==> src/rtl/wrs_pkg.sv <==
// Shared types, codes and constants of the water refill supervisor.
`timescale 1ns / 1ps
package wrs_pkg;

  localparam int TIME_BITS_DEF = 32;
  localparam int LEVEL_W       = 10;
  localparam int COUNT_W       = 8;
  localparam int MS_W          = 32;
  localparam int CFG_DATA_W    = 32;
  localparam int CFG_INDEX_W   = 3;
  localparam int IN_DATA_W     = 56;
  localparam int OUT_DATA_W    = 8;

  localparam logic [COUNT_W-1:0] COUNT_MAX = '1;

  typedef enum logic [1:0] {
    OP_CHECK = 2'd0,
    OP_START = 2'd1,
    OP_STOP  = 2'd2
  } op_t;

  typedef enum logic [3:0] {
    EV_NONE        = 4'd0,
    EV_STARTED     = 4'd1,
    EV_REJECTED    = 4'd2,
    EV_COMPLETE    = 4'd3,
    EV_CONTINUOUS  = 4'd4,
    EV_NO_PROGRESS = 4'd5,
    EV_STALLED     = 4'd6,
    EV_MAX_RUNTIME = 4'd7,
    EV_SAFETY      = 4'd8
  } event_t;

  typedef enum logic [CFG_INDEX_W-1:0] {
    REG_HIGH_THRESHOLD = 3'd0,
    REG_PROGRESS_DELTA = 3'd1,
    REG_CONFIRMATIONS  = 3'd2,
    REG_CHECK_INTERVAL = 3'd3,
    REG_ATTEMPT        = 3'd4,
    REG_STALL_TIMEOUT  = 3'd5,
    REG_MAX_CONTINUOUS = 3'd6
  } reg_index_t;

  typedef struct packed {
    logic [LEVEL_W-1:0] high_threshold;
    logic [LEVEL_W-1:0] progress_delta;
    logic [COUNT_W-1:0] confirmations_needed;
    logic [MS_W-1:0]    check_interval_ms;
    logic [MS_W-1:0]    attempt_ms;
    logic [MS_W-1:0]    stall_timeout_ms;
    logic [MS_W-1:0]    max_continuous_ms;
  } cfg_t;

  typedef struct packed {
    op_t                op;
    logic [MS_W-1:0]    now_ms;
    logic [LEVEL_W-1:0] water_level;
    logic [LEVEL_W-1:0] baseline_level;
  } request_t;

  typedef struct packed {
    logic               low_water_alert;
    event_t             event_code;
    logic [1:0]         refill_mode;
    logic               solenoid_on;
  } result_t;

  localparam logic [LEVEL_W-1:0] HIGH_THRESHOLD_RST = 10'd900;
  localparam logic [LEVEL_W-1:0] PROGRESS_DELTA_RST = 10'd20;
  localparam logic [COUNT_W-1:0] CONFIRMATIONS_RST  = 8'd2;
  localparam logic [MS_W-1:0]    CHECK_INTERVAL_RST = 32'd1000;
  localparam logic [MS_W-1:0]    ATTEMPT_RST        = 32'd30000;
  localparam logic [MS_W-1:0]    STALL_TIMEOUT_RST  = 32'd60000;
  localparam logic [MS_W-1:0]    MAX_CONTINUOUS_RST = 32'd600000;

endpackage

==> src/rtl/water_refill_supervisor.sv <==
// Top level of the water refill supervisor: request and result stages.
`timescale 1ns / 1ps
// Takes one request per clock cycle while the output is not held back and
// delivers one result for each: a request is captured in the input stage,
// the whole decision and the state update happen as it moves on to the
// output stage, and the result waits in the output stage until it is taken.
// The sustained rate of one request per cycle is set by the state update
// loop in the core. Configuration writes are registered.
module water_refill_supervisor
  import wrs_pkg::*;
#(
  parameter int TIME_BITS = TIME_BITS_DEF
) (
  input  logic                   clk,
  input  logic                   rst,
  input  logic                   s_axis_tvalid,
  output logic                   s_axis_tready,
  // operation[1:0], now_ms[33:2], water_level[43:34], baseline_level[53:44]
  input  logic [IN_DATA_W-1:0]   s_axis_tdata,
  output logic                   m_axis_tvalid,
  input  logic                   m_axis_tready,
  // solenoid_on[0], refill_mode[2:1], event_code[6:3], low_water_alert[7]
  output logic [OUT_DATA_W-1:0]  m_axis_tdata,
  input  logic                   cfg_we,
  input  logic [CFG_INDEX_W-1:0] cfg_index,
  input  logic [CFG_DATA_W-1:0]  cfg_data
);

  cfg_t     cfg;
  request_t req;
  result_t  core_res, out_res;
  logic     req_valid;
  logic     advance, fire;

  assign advance       = !m_axis_tvalid || m_axis_tready;
  assign fire          = req_valid && advance;
  assign s_axis_tready = !req_valid || advance;

  always_ff @(posedge clk) begin
    if (rst) begin
      req_valid     <= 1'b0;
      m_axis_tvalid <= 1'b0;
    end else begin
      if (s_axis_tready) begin
        req_valid <= s_axis_tvalid;
      end
      if (advance) begin
        m_axis_tvalid <= req_valid;
      end
    end
  end

  always_ff @(posedge clk) begin
    if (s_axis_tvalid && s_axis_tready) begin
      req.op             <= op_t'(s_axis_tdata[1:0]);
      req.now_ms         <= s_axis_tdata[33:2];
      req.water_level    <= s_axis_tdata[43:34];
      req.baseline_level <= s_axis_tdata[53:44];
    end
    if (fire) begin
      out_res <= core_res;
    end
  end

  assign m_axis_tdata = {out_res.low_water_alert, out_res.event_code,
                         out_res.refill_mode, out_res.solenoid_on};

  wrs_cfg_regs u_cfg (
    .clk       (clk),
    .rst       (rst),
    .cfg_we    (cfg_we),
    .cfg_index (cfg_index),
    .cfg_data  (cfg_data),
    .cfg       (cfg)
  );

  wrs_core #(
    .TIME_BITS (TIME_BITS)
  ) u_core (
    .clk  (clk),
    .rst  (rst),
    .fire (fire),
    .req  (req),
    .cfg  (cfg),
    .res  (core_res)
  );

endmodule

==> src/rtl/wrs_cfg_regs.sv <==
// Configuration register file of the water refill supervisor.
`timescale 1ns / 1ps
module wrs_cfg_regs
  import wrs_pkg::*;
(
  input  logic                   clk,
  input  logic                   rst,
  input  logic                   cfg_we,
  input  logic [CFG_INDEX_W-1:0] cfg_index,
  input  logic [CFG_DATA_W-1:0]  cfg_data,
  output cfg_t                   cfg
);

  always_ff @(posedge clk) begin
    if (rst) begin
      cfg.high_threshold       <= HIGH_THRESHOLD_RST;
      cfg.progress_delta       <= PROGRESS_DELTA_RST;
      cfg.confirmations_needed <= CONFIRMATIONS_RST;
      cfg.check_interval_ms    <= CHECK_INTERVAL_RST;
      cfg.attempt_ms           <= ATTEMPT_RST;
      cfg.stall_timeout_ms     <= STALL_TIMEOUT_RST;
      cfg.max_continuous_ms    <= MAX_CONTINUOUS_RST;
    end else if (cfg_we) begin
      case (reg_index_t'(cfg_index))
        REG_HIGH_THRESHOLD: cfg.high_threshold       <= cfg_data[LEVEL_W-1:0];
        REG_PROGRESS_DELTA: cfg.progress_delta       <= cfg_data[LEVEL_W-1:0];
        REG_CONFIRMATIONS:  cfg.confirmations_needed <= cfg_data[COUNT_W-1:0];
        REG_CHECK_INTERVAL: cfg.check_interval_ms    <= cfg_data[MS_W-1:0];
        REG_ATTEMPT:        cfg.attempt_ms           <= cfg_data[MS_W-1:0];
        REG_STALL_TIMEOUT:  cfg.stall_timeout_ms     <= cfg_data[MS_W-1:0];
        REG_MAX_CONTINUOUS: cfg.max_continuous_ms    <= cfg_data[MS_W-1:0];
        default: ;
      endcase
    end
  end

endmodule

==> src/rtl/wrs_core.sv <==
// Refill state and the combinational decision logic for one request.
`timescale 1ns / 1ps
module wrs_core
  import wrs_pkg::*;
#(
  parameter int TIME_BITS = TIME_BITS_DEF
) (
  input  logic     clk,
  input  logic     rst,
  input  logic     fire,
  input  request_t req,
  input  cfg_t     cfg,
  output result_t  res
);

  // Time differences are compared at the wider of the time and setting widths.
  localparam int CMP_W = (TIME_BITS > MS_W) ? TIME_BITS : MS_W;

  typedef enum logic [1:0] {
    MODE_IDLE       = 2'd0,
    MODE_PROBING    = 2'd1,
    MODE_CONTINUOUS = 2'd2
  } mode_t;

  mode_t                mode, mode_next;
  logic [TIME_BITS-1:0] start_time, start_time_next;
  logic [TIME_BITS-1:0] last_check_time, last_check_time_next;
  logic [TIME_BITS-1:0] last_progress_time, last_progress_time_next;
  logic [LEVEL_W-1:0]   baseline, baseline_next;
  logic [LEVEL_W-1:0]   last_progress_level, last_progress_level_next;
  logic [COUNT_W-1:0]   progress_count, progress_count_next;

  logic [TIME_BITS-1:0] now_t;
  logic [TIME_BITS-1:0] el_check, el_start, el_progress, progress_time_eff;
  logic                 too_early, attempt_over, stalled, runtime_over;
  logic                 rise, progress;
  logic [COUNT_W-1:0]   count_inc;
  event_t               ev;

  assign now_t    = TIME_BITS'(req.now_ms);
  assign el_check = now_t - last_check_time;
  assign el_start = now_t - start_time;

  // Level sums are one bit wider so that they cannot wrap.
  assign rise     = {1'b0, req.water_level} >=
                    ({1'b0, baseline} + {1'b0, cfg.progress_delta});
  assign progress = {1'b0, req.water_level} >=
                    ({1'b0, last_progress_level} + {1'b0, cfg.progress_delta});

  assign count_inc = !rise ? '0 :
                     (progress_count == COUNT_MAX) ? COUNT_MAX : progress_count + 1'b1;

  assign progress_time_eff = progress ? now_t : last_progress_time;
  assign el_progress       = now_t - progress_time_eff;

  assign too_early    = CMP_W'(el_check) < CMP_W'(cfg.check_interval_ms);
  assign attempt_over = CMP_W'(el_start) >= CMP_W'(cfg.attempt_ms);
  assign stalled      = CMP_W'(el_progress) >= CMP_W'(cfg.stall_timeout_ms);
  assign runtime_over = CMP_W'(el_start) >= CMP_W'(cfg.max_continuous_ms);

  always_comb begin
    mode_next                = mode;
    start_time_next          = start_time;
    last_check_time_next     = last_check_time;
    last_progress_time_next  = last_progress_time;
    baseline_next            = baseline;
    last_progress_level_next = last_progress_level;
    progress_count_next      = progress_count;
    ev                       = EV_NONE;
    case (req.op)
      OP_CHECK: begin
        if (mode != MODE_IDLE && !too_early) begin
          last_check_time_next = now_t;
          if (req.water_level >= cfg.high_threshold) begin
            mode_next           = MODE_IDLE;
            progress_count_next = '0;
            ev                  = EV_COMPLETE;
          end else if (mode == MODE_PROBING) begin
            progress_count_next = count_inc;
            if (count_inc >= cfg.confirmations_needed) begin
              mode_next                = MODE_CONTINUOUS;
              last_progress_level_next = req.water_level;
              last_progress_time_next  = now_t;
              ev                       = EV_CONTINUOUS;
            end else if (attempt_over) begin
              mode_next           = MODE_IDLE;
              progress_count_next = '0;
              ev                  = EV_NO_PROGRESS;
            end
          end else begin
            if (progress) begin
              last_progress_level_next = req.water_level;
              last_progress_time_next  = now_t;
            end
            if (stalled) begin
              mode_next           = MODE_IDLE;
              progress_count_next = '0;
              ev                  = EV_STALLED;
            end else if (runtime_over) begin
              mode_next           = MODE_IDLE;
              progress_count_next = '0;
              ev                  = EV_MAX_RUNTIME;
            end
          end
        end
      end
      OP_START: begin
        if (mode != MODE_IDLE) begin
          ev = EV_REJECTED;
        end else begin
          mode_next                = MODE_PROBING;
          start_time_next          = now_t;
          last_check_time_next     = now_t;
          last_progress_time_next  = now_t;
          baseline_next            = req.baseline_level;
          last_progress_level_next = req.baseline_level;
          progress_count_next      = '0;
          ev                       = EV_STARTED;
        end
      end
      OP_STOP: begin
        mode_next = MODE_IDLE;
        ev        = EV_SAFETY;
      end
      default: ;
    endcase
  end

  always_comb begin
    res.solenoid_on     = (mode_next != MODE_IDLE);
    res.refill_mode     = 2'(mode_next);
    res.event_code      = ev;
    res.low_water_alert = ev inside {EV_NO_PROGRESS, EV_STALLED, EV_MAX_RUNTIME};
  end

  always_ff @(posedge clk) begin
    if (rst) begin
      mode                <= MODE_IDLE;
      start_time          <= '0;
      last_check_time     <= '0;
      last_progress_time  <= '0;
      baseline            <= '0;
      last_progress_level <= '0;
      progress_count      <= '0;
    end else if (fire) begin
      mode                <= mode_next;
      start_time          <= start_time_next;
      last_check_time     <= last_check_time_next;
      last_progress_time  <= last_progress_time_next;
      baseline            <= baseline_next;
      last_progress_level <= last_progress_level_next;
      progress_count      <= progress_count_next;
    end
  end

`ifndef NO_ASSERTIONS
  // Continuous mode is only reachable through probing.
  a_no_direct_continuous: assert property (@(posedge clk) disable iff (rst)
    (fire && mode == MODE_IDLE) |=> (mode != MODE_CONTINUOUS))
    else $error("continuous mode entered directly from idle");

  // An accepted start while idle always opens a probing attempt.
  a_start_probes: assert property (@(posedge clk) disable iff (rst)
    (fire && mode == MODE_IDLE && req.op == OP_START) |=>
      (mode == MODE_PROBING && progress_count == '0))
    else $error("start request did not open a probing attempt");

  // State only moves when a request is processed.
  a_hold_without_request: assert property (@(posedge clk) disable iff (rst)
    !fire |=> ($stable(mode) && $stable(progress_count) && $stable(last_check_time)))
    else $error("supervisor state changed without a request");

  // A pause alert always leaves the supervisor idle with the solenoid closed.
  a_alert_leaves_idle: assert property (@(posedge clk) disable iff (rst)
    (fire && res.low_water_alert) |->
      (!res.solenoid_on && res.refill_mode == 2'(MODE_IDLE)))
    else $error("pause alert raised while the supervisor keeps running");
`endif

endmodule
==> config.mk <==
export PLATFORM = sky130hd
export DESIGN_NAME = water_refill_supervisor
export DESIGN_NICKNAME = d
export VERILOG_FILES = /design/src/rtl/wrs_pkg.sv /design/src/rtl/water_refill_supervisor.sv /design/src/rtl/wrs_cfg_regs.sv /design/src/rtl/wrs_core.sv
export SDC_FILE = /design/constraint.sdc
export NUM_CORES = 1
export LEC_CHECK = 0
export BUFFER_PORTS_ARGS = -buffer_cell sky130_fd_sc_hd__buf_2
export CAP_MARGIN = 20
export CORE_MARGIN = 2
export CORE_UTILIZATION = 30
export CTS_CLUSTER_SIZE = 25
export DETAILED_ROUTE_END_ITERATION = 10
export HOLD_SLACK_MARGIN = 0.06
export PLACE_DENSITY = 0.55
export SYNTH_ARGS = -nofsm -noshare
export SYNTH_HDL_FRONTEND = slang
export SYNTH_HIERARCHICAL = 1
export SYNTH_SLANG_ARGS = --single-unit
==> constraint.sdc <==
create_clock -name clk -period 19.7 [get_ports clk]
set_input_delay 4.925 -clock clk [delete_from_list [all_inputs] [get_ports clk]]
set_output_delay 4.925 -clock clk [all_outputs]
set_load 0.02 [all_outputs]
==> results.toml <==
[grt]
grt_pass1_wl_mm = 95.63
grt.total_usage_pct = 15.57
antenna_found_initial = 7
grt-ovfl-total = 0
grt_pass1_vias = 16810
grt_max_degree = 197

[clock_tree]
clk_latency_ns = 0.58
htreeDepth = 2
cts_tree = "built"
cts_hold_buf = 0
cts_setup_buffers = 0
numCtsBuffers = 43
cts.sinks = 346
cts_resized = 0
cts_max_path_buffers = 3
cts-root-buf = "clkbuf_16"
clkTransAtPathRegs_ns = 0.06

[placed_design]
gp_congestion = 0.8259
place_ws_ns = 9.425
place_hpwl_mm = 45.03
io_buffers = 103

[layout]
nets = 2978
areaGrowthSynthToFinish_pct = 12.63
antenna_cells = 0
drive_above_1_share_pct = 8.002
fin_util_pct = 34.26

[logic_synthesis]
yosys_warnings = 6
synth_top_area_cell = "dfxtp_1"
syn_area_per_cell_um2 = 8.998
syn-num-nets = 2899
netlist-cell-type-count = 79
synth_top_area_share_pct = 25.02
syn-cell-area_um2 = 22720
synth_common_cells = "dfxtp_1, ha_1, inv_1"
ys_ff_latch = 346
synth_flop_cell = "dfxtp_1"
yosysMostFrequentCell = "dfxtp_1"
syn-instance-count = 2525
async_reset_ff_share_pct = 0
synth-edff-count = 62
yosysSeqAreaShare_pct = 33.22
ys_top_cells_by_area = "dfxtp_1, ha_1, mux2i_1, edfxtp_1, nand2b_1"

[die]
row_count = 100
coreArea_um2 = 74700
initial_core_util_pct = 30.42
dieArea_um2 = 77950
die_w_um = 279.2
die_h_um = 279.2
pin_count = 106

[sta]
fin_skew_ns = 0.03228
finalCriticalPeriod_ns = 10.27
hold_violations = 0
finalWorstSetupSlack_ns = 9.428
fin_crit_sh_pct = 52.14
timing.fmax_mhz = 97.35
worst_pin_slew_ns = 0.9408
tns_ns = 0
relSlewSlack_pct = 37.28
maxSlewViolCount = 0
setup_viol = 0
whs_ns = 0.4538
grt_setup_unrepaired = "false"

[critical_path]
critical_path.max_fanout = 3
cp-startpoint = "m_axis_tready"
worstPathArrival_ns = 5.35
critPathLaunchType = "primary input"
max_stage_delay_ns = 0.16
r2r_start = "u_cfg/cfg[137]"
path_cells = "buf_2 -> nand3b_4 -> buf_2"
critPathBufInv = 2
cp_slowest_cell = "buf_2"
cp_top_family = "buffers and inverters"
crit_path_frequent_cell = "buf_2"
endpoint_kind = "primary output"
worstPathRequired_ns = 14.78
crit_type = "in2out"

[run_status]
outcome = "complete, no violations"

[detailed_routing]
firstDrtPassIters = 4
drt_iter0_markers = 736
wire_per_inst_um = 16.95
remaining_drc_errors = 0
post_drt_via_cell_ratio = 4.822
drtAntennaViolNets = 0
via_count = 17387
totalWireLength_mm = 61.12

[power]
vdd_drop_max_uv = 53.97
power.leakage_nw = 11.02
finalPower_mw = 2.013
power_density_nw_per_um2 = 78.68

[job]
drv_cap = 0

[min_path]
worstHoldStart = "u_core/start_time[4]"
min_path_type = "reg2reg"
## stage by stage
step / cells / area, um^2
2_1_floorplan: 2525 / 22720
3_3_place_gp: 3528 / 24210
3_5_place_dp: 3528 / 24210
4_1_cts: 3606 / 25590
5_1_grt: 3606 / 25590
6_report: 3606 / 25590
## registers in the layout, indices dropped and copies added, names as in the netlist
signal / flops
req_valid: 1
u_core/mode: 2
u_core/last_progress_level: 10
u_core/progress_count: 8
u_cfg/cfg: 156
req: 54
m_axis_tvalid: 1
u_core/last_check_time: 32
u_core/start_time: 32
u_core/last_progress_time: 32
m_axis_tdata: 8
u_core/baseline: 10
## power breakdown
part | leakage [nW] | total (mW) | switching [mW] | internal (mW)
registers | 2.90 | 0.764 | 0.0212 | 0.743
logic | 7.44 | 0.466 | 0.268 | 0.198
clock network | 0.675 | 0.783 | 0.326 | 0.458
## worst paths after layout
kind | end | depth (start not counted) | slack (ns)
worst min-delay path | u_core/start_time[4] | 2 | 0.45
worst min register to register | u_core/start_time[4] | 2 | 0.45
worst max-delay path | s_axis_tready | 3 | 9.43
worst max register to register | u_core/progress_count[6] | 39 | 9.82
## worst register-to-register path, delay by kind of cell, from the launching register on
kind / cells / cell delay (ns)
flops: 1 / 0.43
simple gates: 4 / 1.21
fa+ha+maj: 5 / 1.18
buf+inv: 3 / 0.54
xor+xnor: 2 / 0.23
compound gates: 24 / 6.02
mux: 1 / 0.24
## cells in the final DEF (no fill, tap or decap), types with 5 or more instances in the layout
| master | instances |
|---|---|
| o211ai_1 | 12 |
| inv_1 | 250 |
| buf_2 | 102 |
| nor3_1 | 11 |
| ha_1 | 274 |
| a221o_1 | 6 |
| a31oi_1 | 10 |
| dfxtp_1 | 284 |
| nor2b_1 | 26 |
| and4_1 | 8 |
| or2_2 | 8 |
| a21boi_0 | 8 |
| xnor2_1 | 73 |
| nand3_1 | 22 |
| a22o_1 | 7 |
| clkbuf_1 | 14 |
| nand2_1 | 164 |
| clkbuf_16 | 45 |
| or3_1 | 8 |
| o21a_1 | 27 |
| o21bai_1 | 22 |
| buf_4 | 16 |
| a21o_1 | 108 |
| nand4_1 | 21 |
| clkbuf_8 | 10 |
| a311oi_1 | 12 |
| and3_1 | 11 |
| a21oi_1 | 162 |
| o21ai_0 | 67 |
| edfxtp_1 | 62 |
| nand2b_1 | 180 |
| mux2i_1 | 244 |
| and2_1 | 14 |
| a211oi_1 | 23 |
| xor2_1 | 31 |
| nor2_1 | 201 |
| o31ai_1 | 5 |
## metal layers
metal  part of all wire [%]  global-route usage [%]  routed length [um]
met5                   0.11                       0                  68
met4                    2.0                   3.681                1217
met3                    3.6                   2.519                2183
met2                     45                   25.60               27350
met1                     50                   21.26               30290
## kinds of logic after synthesis
| family | count (synthesis) | synth area share (%) |
|---|---|---|
| buf+inv | 336 | 5.981 |
| simple gates | 701 | 15.57 |
| fa+ha+maj | 281 | 15.57 |
| compound gates | 512 | 14.85 |
| xor+xnor | 104 | 4.009 |
| flops | 346 | 33.22 |
| mux | 245 | 10.80 |
## layout make-up
type                       instances  area, um^2
fill                            7719       49110
multi-input combinational       1843       13840
sequential                       346        7547
clock buffer                      69        1316
tap                              969        1212
inverter                         250       938.4
timing repair buffer             120       665.6
clock inverter                     9       66.31
Note: power is estimated with default switching activity, not from simulation.
